## src/rtl/rrtp_pkg.sv

```systemverilog
// ----------------------------------------------------------------------------
// rrtp_pkg
// Shared types and constants for the round-robin task picker.
// ----------------------------------------------------------------------------
package rrtp_pkg;

  localparam int MAX_TASKS = 8;
  localparam int IDX_W     = $clog2(MAX_TASKS);
  localparam int CNT_W     = $clog2(MAX_TASKS + 1);
  localparam int CFG_W     = 4;
  localparam int OUT_IDX_W = 3;
  localparam int TIME_W    = 32;
  localparam int LEN_W     = 15;
  localparam int DLY_W     = 16;
  localparam logic [CFG_W-1:0] CFG_RESET = 4'd8;

  typedef enum logic [1:0] {
    REQ_ADD   = 2'd0,
    REQ_END   = 2'd1,
    REQ_DELAY = 2'd2,
    REQ_SCHED = 2'd3
  } req_t;

  typedef struct packed {
    logic [TIME_W-1:0] start;
    logic [LEN_W-1:0]  len;
  } dly_entry_t;

  typedef struct packed {
    logic             wr_en;
    logic [IDX_W-1:0] wr_addr;
    dly_entry_t       wr_data;
    logic             rd_en;
    logic [IDX_W-1:0] rd_addr;
  } dmem_req_t;

endpackage

```

## src/rtl/rrtp_dly_mem.sv

```systemverilog
// ----------------------------------------------------------------------------
// rrtp_dly_mem
// Delay start/length table, one write port, one registered read port.
// ----------------------------------------------------------------------------
module rrtp_dly_mem
  import rrtp_pkg::*;
(
  input  logic       clk,
  input  dmem_req_t  req,
  output dly_entry_t rd_data
);

  dly_entry_t mem [MAX_TASKS];

  always_ff @(posedge clk) begin
    if (req.wr_en) begin
      mem[req.wr_addr] <= req.wr_data;
    end
  end

  always_ff @(posedge clk) begin
    if (req.rd_en) begin
      rd_data <= mem[req.rd_addr];
    end
  end

endmodule

```

## src/rtl/rrtp_ctrl.sv

```systemverilog
// ----------------------------------------------------------------------------
// rrtp_ctrl
// Request sequencer: slot flags, current task, and the slot scan that
// serves add and schedule requests.
// ----------------------------------------------------------------------------
module rrtp_ctrl
  import rrtp_pkg::*;
(
  input  logic                    clk,
  input  logic                    rst_n,
  input  logic                    start,
  output logic                    busy,
  input  logic [1:0]              in_req_type,
  input  logic signed [DLY_W-1:0] in_delay_ms,
  input  logic [TIME_W-1:0]       in_now_ms,
  input  logic [CNT_W-1:0]        eff_count,
  output dmem_req_t               mem_req,
  input  dly_entry_t              mem_rd_data,
  output logic                    out_valid,
  output logic [IDX_W-1:0]        out_idx,
  output logic                    out_ok
);

  typedef enum logic {
    ST_IDLE,
    ST_SCAN
  } state_t;

  state_t              state_r, state_nxt;
  req_t                op_r, op_nxt;
  logic [TIME_W-1:0]   now_r, now_nxt;
  logic [IDX_W-1:0]    cur_r, cur_nxt;
  logic [IDX_W-1:0]    pos_r, pos_nxt;
  logic [CNT_W-1:0]    left_r, left_nxt;
  logic                chk_v_r, chk_v_nxt;
  logic [IDX_W-1:0]    chk_pos_r, chk_pos_nxt;
  logic [MAX_TASKS-1:0] used_r, used_nxt;
  logic [MAX_TASKS-1:0] act_r, act_nxt;
  logic                out_valid_r, out_valid_nxt;
  logic [IDX_W-1:0]    out_idx_r, out_idx_nxt;
  logic                out_ok_r, out_ok_nxt;

  logic             accept;
  logic             arm;
  logic             expired;
  logic             hit;
  logic [CNT_W-1:0] cur_inc;
  logic [CNT_W-1:0] pos_inc;
  logic [IDX_W-1:0] scan_first;
  logic [IDX_W-1:0] pos_wrap;

  assign busy   = (state_r != ST_IDLE);
  assign accept = start && !busy;
  assign arm    = !in_delay_ms[DLY_W-1] && (in_delay_ms != '0);

  assign cur_inc    = CNT_W'(cur_r) + CNT_W'(1);
  assign scan_first = (cur_inc >= eff_count) ? '0 : IDX_W'(cur_inc);
  assign pos_inc    = CNT_W'(pos_r) + CNT_W'(1);
  assign pos_wrap   = (pos_inc >= eff_count) ? '0 : IDX_W'(pos_inc);

  assign expired = (now_r - mem_rd_data.start) > TIME_W'(mem_rd_data.len);

  always_comb begin
    if (op_r == REQ_ADD) begin
      hit = chk_v_r && !used_r[chk_pos_r];
    end else begin
      hit = chk_v_r && used_r[chk_pos_r] && (!act_r[chk_pos_r] || expired);
    end
  end

  always_comb begin
    mem_req.wr_en         = accept && (req_t'(in_req_type) == REQ_DELAY) && arm;
    mem_req.wr_addr       = cur_r;
    mem_req.wr_data.start = in_now_ms;
    mem_req.wr_data.len   = in_delay_ms[LEN_W-1:0];
    mem_req.rd_en         = (state_r == ST_SCAN) && (left_r != '0);
    mem_req.rd_addr       = pos_r;
  end

  always_comb begin
    state_nxt     = state_r;
    op_nxt        = op_r;
    now_nxt       = now_r;
    cur_nxt       = cur_r;
    pos_nxt       = pos_r;
    left_nxt      = left_r;
    chk_v_nxt     = 1'b0;
    chk_pos_nxt   = chk_pos_r;
    used_nxt      = used_r;
    act_nxt       = act_r;
    out_valid_nxt = 1'b0;
    out_idx_nxt   = out_idx_r;
    out_ok_nxt    = out_ok_r;
    case (state_r)
      ST_IDLE: begin
        if (accept) begin
          op_nxt  = req_t'(in_req_type);
          now_nxt = in_now_ms;
          case (req_t'(in_req_type))
            REQ_ADD: begin
              pos_nxt   = '0;
              left_nxt  = eff_count;
              state_nxt = ST_SCAN;
            end
            REQ_END: begin
              used_nxt[cur_r] = 1'b0;
              out_valid_nxt   = 1'b1;
              out_idx_nxt     = cur_r;
              out_ok_nxt      = 1'b1;
            end
            REQ_DELAY: begin
              act_nxt[cur_r] = arm;
              out_valid_nxt  = 1'b1;
              out_idx_nxt    = cur_r;
              out_ok_nxt     = 1'b1;
            end
            REQ_SCHED: begin
              pos_nxt   = scan_first;
              left_nxt  = eff_count;
              state_nxt = ST_SCAN;
            end
            default: ;
          endcase
        end
      end
      ST_SCAN: begin
        if (hit) begin
          act_nxt[chk_pos_r] = 1'b0;
          if (op_r == REQ_ADD) begin
            used_nxt[chk_pos_r] = 1'b1;
          end else begin
            cur_nxt = chk_pos_r;
          end
          out_valid_nxt = 1'b1;
          out_idx_nxt   = chk_pos_r;
          out_ok_nxt    = 1'b1;
          state_nxt     = ST_IDLE;
        end else if (left_r != '0) begin
          chk_v_nxt   = 1'b1;
          chk_pos_nxt = pos_r;
          pos_nxt     = pos_wrap;
          left_nxt    = left_r - CNT_W'(1);
        end else begin
          out_valid_nxt = 1'b1;
          out_idx_nxt   = (op_r == REQ_ADD) ? '0 : cur_r;
          out_ok_nxt    = 1'b0;
          state_nxt     = ST_IDLE;
        end
      end
      default: state_nxt = ST_IDLE;
    endcase
  end

  always_ff @(posedge clk) begin
    if (!rst_n) begin
      state_r     <= ST_IDLE;
      op_r        <= REQ_ADD;
      cur_r       <= '0;
      chk_v_r     <= 1'b0;
      used_r      <= '0;
      act_r       <= '0;
      out_valid_r <= 1'b0;
    end else begin
      state_r     <= state_nxt;
      op_r        <= op_nxt;
      cur_r       <= cur_nxt;
      chk_v_r     <= chk_v_nxt;
      used_r      <= used_nxt;
      act_r       <= act_nxt;
      out_valid_r <= out_valid_nxt;
      now_r       <= now_nxt;
      pos_r       <= pos_nxt;
      left_r      <= left_nxt;
      chk_pos_r   <= chk_pos_nxt;
      out_idx_r   <= out_idx_nxt;
      out_ok_r    <= out_ok_nxt;
    end
  end

  assign out_valid = out_valid_r;
  assign out_idx   = out_idx_r;
  assign out_ok    = out_ok_r;

`ifndef SYNTH
  a_strobe_idle: assert property (@(posedge clk) disable iff (!rst_n)
    out_valid_r |-> (state_r == ST_IDLE))
    else $error("result strobe while scanning");

  a_wr_idle: assert property (@(posedge clk) disable iff (!rst_n)
    mem_req.wr_en |-> (state_r == ST_IDLE))
    else $error("delay table write during scan");

  a_sched_cur: assert property (@(posedge clk) disable iff (!rst_n)
    (out_valid_r && out_ok_r && (op_r == REQ_SCHED)) |-> (cur_r == out_idx_r))
    else $error("picked task is not current task");

  a_add_used: assert property (@(posedge clk) disable iff (!rst_n)
    (out_valid_r && out_ok_r && (op_r == REQ_ADD)) |-> used_r[out_idx_r])
    else $error("added slot not marked used");

  a_scan_op: assert property (@(posedge clk) disable iff (!rst_n)
    $rose(state_r == ST_SCAN) |-> ((op_r == REQ_ADD) || (op_r == REQ_SCHED)))
    else $error("scan started for end or delay request");
`endif

endmodule

```

## src/rtl/round_robin_task_picker.sv

```systemverilog
// ----------------------------------------------------------------------------
// round_robin_task_picker
// Task slot table with per-task delay and a round-robin schedule scan.
// ----------------------------------------------------------------------------
//  channel  handshake               payload
//  in_      start & !busy           in_req_type, in_delay_ms, in_now_ms
//  out_     out_valid (1 cycle)     out_task_index, out_ok
//  cfg_     cfg_valid & cfg_ready   cfg_data (task_count)
//
//  End and delay: result in the cycle after accept, next request taken at once.
//  Add and schedule: one slot per cycle through the delay table read port;
//  busy until a hit, or until every slot has been checked.
//  Reset clears all slot flags, the current task and task_count to 8.
//  The receiver cannot stall; cfg_ready is always high.
// ----------------------------------------------------------------------------
module round_robin_task_picker
  import rrtp_pkg::*;
(
  input  logic                    clk,
  input  logic                    rst_n,
  input  logic                    start,
  output logic                    busy,
  input  logic [1:0]              in_req_type,
  input  logic signed [DLY_W-1:0] in_delay_ms,
  input  logic [TIME_W-1:0]       in_now_ms,
  output logic                    out_valid,
  output logic [OUT_IDX_W-1:0]    out_task_index,
  output logic                    out_ok,
  input  logic                    cfg_valid,
  output logic                    cfg_ready,
  input  logic [CFG_W-1:0]        cfg_data
);

  logic [CFG_W-1:0] task_count_r;
  logic [CNT_W-1:0] eff_count;
  dmem_req_t        mem_req;
  dly_entry_t       mem_rd_data;
  logic [IDX_W-1:0] out_idx;

  assign cfg_ready = 1'b1;

  always_ff @(posedge clk) begin
    if (!rst_n) begin
      task_count_r <= CFG_RESET;
    end else if (cfg_valid && cfg_ready) begin
      task_count_r <= cfg_data;
    end
  end

  assign eff_count = (32'(task_count_r) > 32'(MAX_TASKS)) ?
                     CNT_W'(MAX_TASKS) : CNT_W'(task_count_r);

  rrtp_ctrl u_ctrl (
    .clk         (clk),
    .rst_n       (rst_n),
    .start       (start),
    .busy        (busy),
    .in_req_type (in_req_type),
    .in_delay_ms (in_delay_ms),
    .in_now_ms   (in_now_ms),
    .eff_count   (eff_count),
    .mem_req     (mem_req),
    .mem_rd_data (mem_rd_data),
    .out_valid   (out_valid),
    .out_idx     (out_idx),
    .out_ok      (out_ok)
  );

  rrtp_dly_mem u_dly_mem (
    .clk     (clk),
    .req     (mem_req),
    .rd_data (mem_rd_data)
  );

  assign out_task_index = OUT_IDX_W'(out_idx);

endmodule

```

## config.mk

```make
export PLATFORM = sky130hd
export DESIGN_NAME = round_robin_task_picker
export DESIGN_NICKNAME = d
export VERILOG_FILES = /design/src/rtl/rrtp_pkg.sv /design/src/rtl/rrtp_dly_mem.sv /design/src/rtl/rrtp_ctrl.sv /design/src/rtl/round_robin_task_picker.sv
export SDC_FILE = /design/constraint.sdc
export NUM_CORES = 1
export LEC_CHECK = 0
export BUFFER_PORTS_ARGS = -buffer_cell sky130_fd_sc_hd__buf_2
export CORE_UTILIZATION = 39
export CTS_CLUSTER_DIAMETER = 40
export DETAILED_ROUTE_END_ITERATION = 8
export PLACE_DENSITY = 0.57
export SETUP_SLACK_MARGIN = 0.4
export SKIP_CTS_REPAIR_TIMING = 1
export SYNTH_ARGS = -nofsm -noshare
export SYNTH_HDL_FRONTEND = slang
export SYNTH_SLANG_ARGS = --single-unit
```

## constraint.sdc

```tcl
create_clock -name clk -period 5.1 [get_ports clk]
set_input_delay 0.51 -clock clk [delete_from_list [all_inputs] [get_ports clk]]
set_output_delay 0.51 -clock clk [all_outputs]
set_load 0.02 [all_outputs]
```

==> metrics.cfg, run 1 <==
[floorplanning]
die_x_um = 238.8
die_y_um = 238.8
io_pins = 65
start_util_pct = 39.61
dieArea_um2 = 57010
core.rowCount = 86
core_area_um2 = 55200

[clock_network]
htree_num_levels = 3
cts-root-buf = clkbuf_16
clock-sinks = 497
clk_pin_slew_ps = 60
cts_tree = done
numCtsBuffers = 68
cts_buffer_depth = 3
insertion_delay_ps = 590

[synth]
synth_area_um2 = 21860
ys_ff_latch = 497
synth_top_area_share_pct = 64.42
ys_seq_area_share_pct = 66.98
yosysMostFrequentCell = edfxtp_1
async_reset_ff_share_pct = 0
synth_cells = 1356
syn_avg_cell_area_um2 = 16.12
synth_top_cells_by_count = edfxtp_1 (469), mux4_2 (94), nor2_1 (69)
yosysWarnings = 0
synth_edf_count = 469
synth_nets = 1476
ys.flop_type = edfxtp_1
yosys.area.top_type = edfxtp_1
synthTopCellsByArea = edfxtp_1 (64%), mux4_2 (9.7%), ha_1 (3.5%)
synth_cell_type_count = 75

[timing]
period_minus_slack_ps = 4522
grt_setup_unrepaired = false
finalHoldViolations = 0
hold-worst-slack_ps = 152.1
fmax_mhz = 221.1
worst_pin_slew_ps = 1122
finalSetupViolations = 0
fin_skew_ps = 19.95
maxSlewViolCount = 0
finalCritPeriodShare_pct = 88.67
relSlewSlack_pct = 25.19

[layout]
nets = 1590
drive_above_1_share_pct = 27.48
synthToLayoutAreaGrowth_pct = 17.30
design_area_um2 = 25640

[global_route]
grt_pass1_vias = 12457
grt_first_pass_wirelength_um = 75430
grt_start_max_net_pins = 98
grt.overflow.total = 0
grt_use_total_pct = 17.68
antenna_found_initial = 1

[placed_design]
gp_congestion = 0.9068
numPortBuffers = 63
post-dp-hpwl_um = 30370
dpl_cell_area_um2 = 23110

[critical_path]
worstSetupStartpointType = register
critical-path-top-delay-family = compound AO/OA/AOI/OAI gates
crit_path_cell_trace = ha_4 > a21o_1 > a31o_4 > nor2_4 > nor2_2 > a21oi_2 > o221ai_2 > xor2_1 > ha_1 > a2111oi_4 > o21ai_1 > nor2_1 > a221oi_2 > a31o_2 > a31o_2 > and4b_1 > and4_4 > o21ai_2 > nor3_2 > buf_4
critical_path.most_common_cell = a31o_2
endpoint_kind = register
cp_num_buf_inv = 1
path_class = register to register
worstPathRequired_ps = 5390
cp_slowest_cell = edfxtp_1
critPathMaxStageDelay_ps = 420
crit_path_max_fanout = 4
worst-endpoint-arrival_ps = 4810

[power_and_ir_drop]
pwr_density_cell_nw_per_um2 = 390.1
ir_worst_vdd_v = 0.0001980
power_leakage_nw = 8.730

[routing]
drc = 0
dr.pass1.iters = 5
totalWireLength_um = 49310
avgViaCountPerCell = 5.414
route.vias.total = 12290
drt-wirelength-per-cell_um = 21.72
postRouteAntennaNets = 0
first_iter_violations = 898

[job]
maxCapViolations = 0

[run_status]
status = completed

[hold_path]
hold_class = primary input to register

layout make-up:
type / instances / area [µm²]
antenna: 1 / 2.502
fill: 4688 / 29560
clock buffer: 76 / 1773
tap: 748 / 935.9
multi-input combinational: 728 / 6870
timing repair buffer: 107 / 670.6
clock inverter: 45 / 491.7
sequential: 497 / 14640
inverter: 68 / 255.2
worst paths after layout:
kind | cells past startpoint | from | endpoint | slack [ps]
setup / recovery | 20 | u_ctrl.now_r[4]$_DFFE_PP_ | u_ctrl.left_r[0]$_DFFE_PP_ | 580
hold / removal | 3 | cfg_data[3] | task_count_r[3]$_SDFFE_PN1P_ | 150
setup reg to reg | 20 | u_ctrl.now_r[4]$_DFFE_PP_ | u_ctrl.left_r[0]$_DFFE_PP_ | 580
hold reg to reg | 2 | u_ctrl.used_r[7]$_SDFFE_PN0P_ | u_ctrl.used_r[7]$_SDFFE_PN0P_ | 480
routing by layer:
layer | track usage, % | part of all wire [%] | vias up
li1 | - | - | 5657
met1 | 24.77 | 46 | 6203
met2 | 27.63 | 47 | 352
met3 | 2.875 | 5.0 | 78
met4 | 6.857 | 2.5 | 0
met5 | 0 | 0 | -
where the power goes:
group	total [W]	leakage [nW]	switching [W]	internal (W)
clock network	0.00467	1.10	0.00181	0.00286
logic	0.000784	3.17	0.000467	0.000318
registers	0.00455	4.47	0.0000250	0.00453
flip-flops by register name, indices dropped and copies added (netlist names):
| signal | cells |
|---|---|
| u_dly_mem.mem | 376 |
| u_ctrl.out_idx | 3 |
| u_ctrl.chk_v_r | 1 |
| u_ctrl.chk_pos_r | 3 |
| u_ctrl.op_r | 2 |
| u_ctrl.left_r | 4 |
| task_count_r | 4 |
| u_dly_mem.rd_data | 47 |
| u_ctrl.used_r | 8 |
| u_ctrl.busy | 1 |
| u_ctrl.act_r | 8 |
| u_ctrl.pos_r | 3 |
| u_ctrl.out_valid | 1 |
| u_ctrl.cur_r | 3 |
| u_ctrl.out_ok | 1 |
| u_ctrl.now_r | 32 |
tightest hold or removal path, stage by stage:
cell	delay (ps)
buf_2	70
nand2_1	40
o211ai_1	60
kinds of logic (layout without fill, tap and decap cells):
logic type	after synthesis	count (layout)	share of synthesized area, %
buf+inv	131	296	2.701
compound gates	231	231	7.045
other cells	1	2	0.01715
flops	497	497	66.98
xor+xnor	20	20	0.8012
simple gates	257	257	6.021
mux	157	157	12.85
fa+ha+maj	62	62	3.583
stage by stage:
step | instances | setup TNS (ps) | util (%) | power, W | setup WS [ps]
CTS | 2257 | -240.3 | 45.98 | 0.01006 | -91.64
global route | 2269 | 0 | 46.45 | 0.01034 | 349.9
floorplan | 1356 | 0 | - | 0.005136 | 460.3
detailed placement | 2136 | -80.14 | 41.87 | 0.005375 | -33.48
finish | 2270 | 0 | 46.46 | 0.01000 | 578.0
global placement | 2136 | 0 | 41.87 | 0.005371 | 158.0
cells in the final DEF, fill, tap and decap left out, drive strengths merged, types with 11 or more instances in the layout:
cell type  count
dfxtp         28
o21a          11
o211ai        13
edfxtp       469
buf          107
nand3         20
nand2         49
mux2          49
clkinv        21
nand4         21
xnor2         12
a21oi         68
o21ai         57
inv           81
ha            61
nor3          24
nor2          69
mux4          94
clkbuf        76
mux2i         14
nor4          13
(Power assumes the default switching activity.)
==> inputs of run 2 (changes only) <==
- MAX_ROUTING_LAYER: not set -> met4
==> run 2 against run 1 <==
Cell area increased by 0.75%. Sequential cell count unchanged. Clock skew increased by 7.1 ps. Cell count increased by 0.48%. Largest cell class unchanged.
==> metrics.cfg, run 2 (same netlist as run 1, synthesis figures left out) <==
[run_status]
status = completed

[floorplanning]
io_pins = 65  ; unchanged
die_y_um = 238.8  ; unchanged
die_x_um = 238.8  ; unchanged
start_util_pct = 39.61  ; unchanged
dieArea_um2 = 57010  ; unchanged
core.rowCount = 86  ; unchanged
core_area_um2 = 55200  ; unchanged

[timing]
finalHoldViolations = 0  ; unchanged
period_minus_slack_ps = 4650  ; +128.5 ps
relSlewSlack_pct = 19.93  ; -5.3 points
fmax_mhz = 215.0  ; -2.8%
finalCritPeriodShare_pct = 91.19  ; +2.5 points
fin_skew_ps = 27.01  ; +7.055 ps
worst_pin_slew_ps = 1198  ; +75.95 ps
maxSlewViolCount = 0  ; unchanged
finalSetupViolations = 0  ; unchanged
grt_setup_unrepaired = true

[job]
maxCapViolations = 0  ; unchanged

[routing]
totalWireLength_um = 49970  ; +1.3%
avgViaCountPerCell = 5.422  ; +0.14%
first_iter_violations = 1015  ; +13%
route.vias.total = 12367  ; +0.63%
drc = 0  ; unchanged
dr.pass1.iters = 5  ; unchanged
drt-wirelength-per-cell_um = 21.91  ; +0.85%
postRouteAntennaNets = 0  ; unchanged

[critical_path]
rrSetupSlack_ps = 450  ; -130 ps
endpoint_kind = register
rr_startpoint = u_dly_mem.rd_data[19]$_DFFE_PP_
crit_path_max_fanout = 6  ; +2
worstSetupStartpointType = register
setup.worst_path.end = u_ctrl.left_r[1]$_DFFE_PP_
r2r_end = u_ctrl.left_r[1]$_DFFE_PP_
path_class = register to register
reg2reg_depth = 21  ; +5.0%
worstPathRequired_ps = 5420  ; +30 ps
cp-startpoint = u_dly_mem.rd_data[19]$_DFFE_PP_
worst-endpoint-arrival_ps = 4970  ; +160 ps

[layout]
synthToLayoutAreaGrowth_pct = 18.17
fin_cells = 2281  ; +0.48%
largest-register = u_dly_mem.mem
n_fill_cell = 4688  ; unchanged
nets = 1591  ; +0.063%
largest_register_ffs = 376  ; unchanged
drive_above_1_share_pct = 27.65  ; +0.17 points
reg.largest.list = u_dly_mem.mem (376), u_dly_mem.rd_data (47), u_ctrl.now_r (32)
final_cell_mix = edfxtp_1 (469), mux4_2 (94), clkbuf_16 (77)
design_area_um2 = 25830  ; +0.75%
mostFrequentLayoutCell = edfxtp_1

[clock_network]
cts_tree = done
insertion_delay_ps = 620  ; +30 ps
clk_pin_slew_ps = 60  ; about the same
clock-sinks = 497  ; unchanged
numCtsBuffers = 74  ; +8.8%
cts-root-buf = clkbuf_16
htree_num_levels = 3  ; unchanged
cts_buffer_depth = 3  ; unchanged

[power_and_ir_drop]
power_leakage_nw = 8.833  ; +1.2%
ir_worst_vdd_v = 0.0002154  ; +8.8%
pwr_density_cell_nw_per_um2 = 400.8  ; +2.8%

[placed_design]
numPortBuffers = 63  ; unchanged
dpl_cell_area_um2 = 23150  ; +0.15%
dpl.cell_count = 2139  ; +0.14%
gp_congestion = 0.9263  ; +2.2%
post-dp-hpwl_um = 30280  ; -0.26%

[global_route]
antenna_found_initial = 3  ; +2
grt.overflow.total = 0  ; unchanged
grt_start_max_net_pins = 98  ; unchanged
grt_pass1_vias = 12678  ; +1.8%
grt_first_pass_wirelength_um = 76540  ; +1.5%
grt_use_total_pct = 18.54  ; +0.86 points

[hold_path]
hold_class = primary input to register
whs_path_depth = 3  ; unchanged

[run 2: layout make-up]
type	count	area (µm²)	share of cell area, %
clock buffer	82	1946	7.531
inverter	68	255.2	0.9880
tap	748	935.9	3.623
sequential	497	14640	56.68
timing repair buffer	102	649.4	2.514
multi-input combinational	728	6859	26.55
antenna	3	7.507	0.02906
clock inverter	53	538.0	2.083
[run 2: where the power goes]
part | internal, W | switching, W | leakage [nW] | total [W]
clock | 0.00308 | 0.00195 | 1.20 | 0.00503
sequential | 0.00453 | 0.0000232 | 4.47 | 0.00455
combinational | 0.000309 | 0.000467 | 3.16 | 0.000776
total | 0.00792 | 0.00244 | 8.83 | 0.0104
[run 2: routing by layer]
metal	share of wire [%]	routed length, µm	GRT usage [%]
met2	47	23470	28.14
met4	2.4	1212	6.838
met5	0	0	-
met3	4.5	2262	3.129
met1	46	23020	25.12
[run 2: how the worst min path moves through the flow]
stage | startpoint | end | slack, ps
2_1_floorplan | u_ctrl.act_r[3]$_SDFFE_PN0P_ | u_ctrl.act_r[3]$_SDFFE_PN0P_ | 450
3_3_place_gp | u_ctrl.act_r[3]$_SDFFE_PN0P_ | u_ctrl.act_r[3]$_SDFFE_PN0P_ | 460
3_5_place_dp | u_ctrl.used_r[7]$_SDFFE_PN0P_ | u_ctrl.used_r[7]$_SDFFE_PN0P_ | 470
6_report | cfg_data[3] | task_count_r[3]$_SDFFE_PN1P_ | 130
5_1_grt | cfg_data[3] | task_count_r[3]$_SDFFE_PN1P_ | 120
4_1_cts | cfg_data[3] | task_count_r[3]$_SDFFE_PN1P_ | 90
[run 2: critical path: stages, from the launching register on]
cell and delay (ps):
edfxtp_1 360, inv_1 100, ha_4 230, a21o_1 220, a31o_4 240, nor2_2 110
nor2_2 60, a21oi_2 170, o221ai_2 120, xor2_1 190, ha_1 350, a2111oi_2 380
o21ai_1 120, nor2_1 140, a221oi_2 100, a31o_2 230, a31o_2 210, and4b_1 250
and4_2 280, o21ai_2 140, nor3_2 210, buf_4 160
[run 2: through the flow]
step	utilization (%)	setup slack, ps	hold slack, ps	power, W	setup TNS [ps]
global placement	41.94	212.1	464.8	0.005378	0
global route	46.80	120.1	122.7	0.01071	0
floorplan	-	460.3	447.3	0.005136	0
finish	46.80	449.5	128.3	0.01036	0
detailed placement	41.94	3.871	467.5	0.005382	0
CTS	46.44	-16.58	92.86	0.01043	-27.44
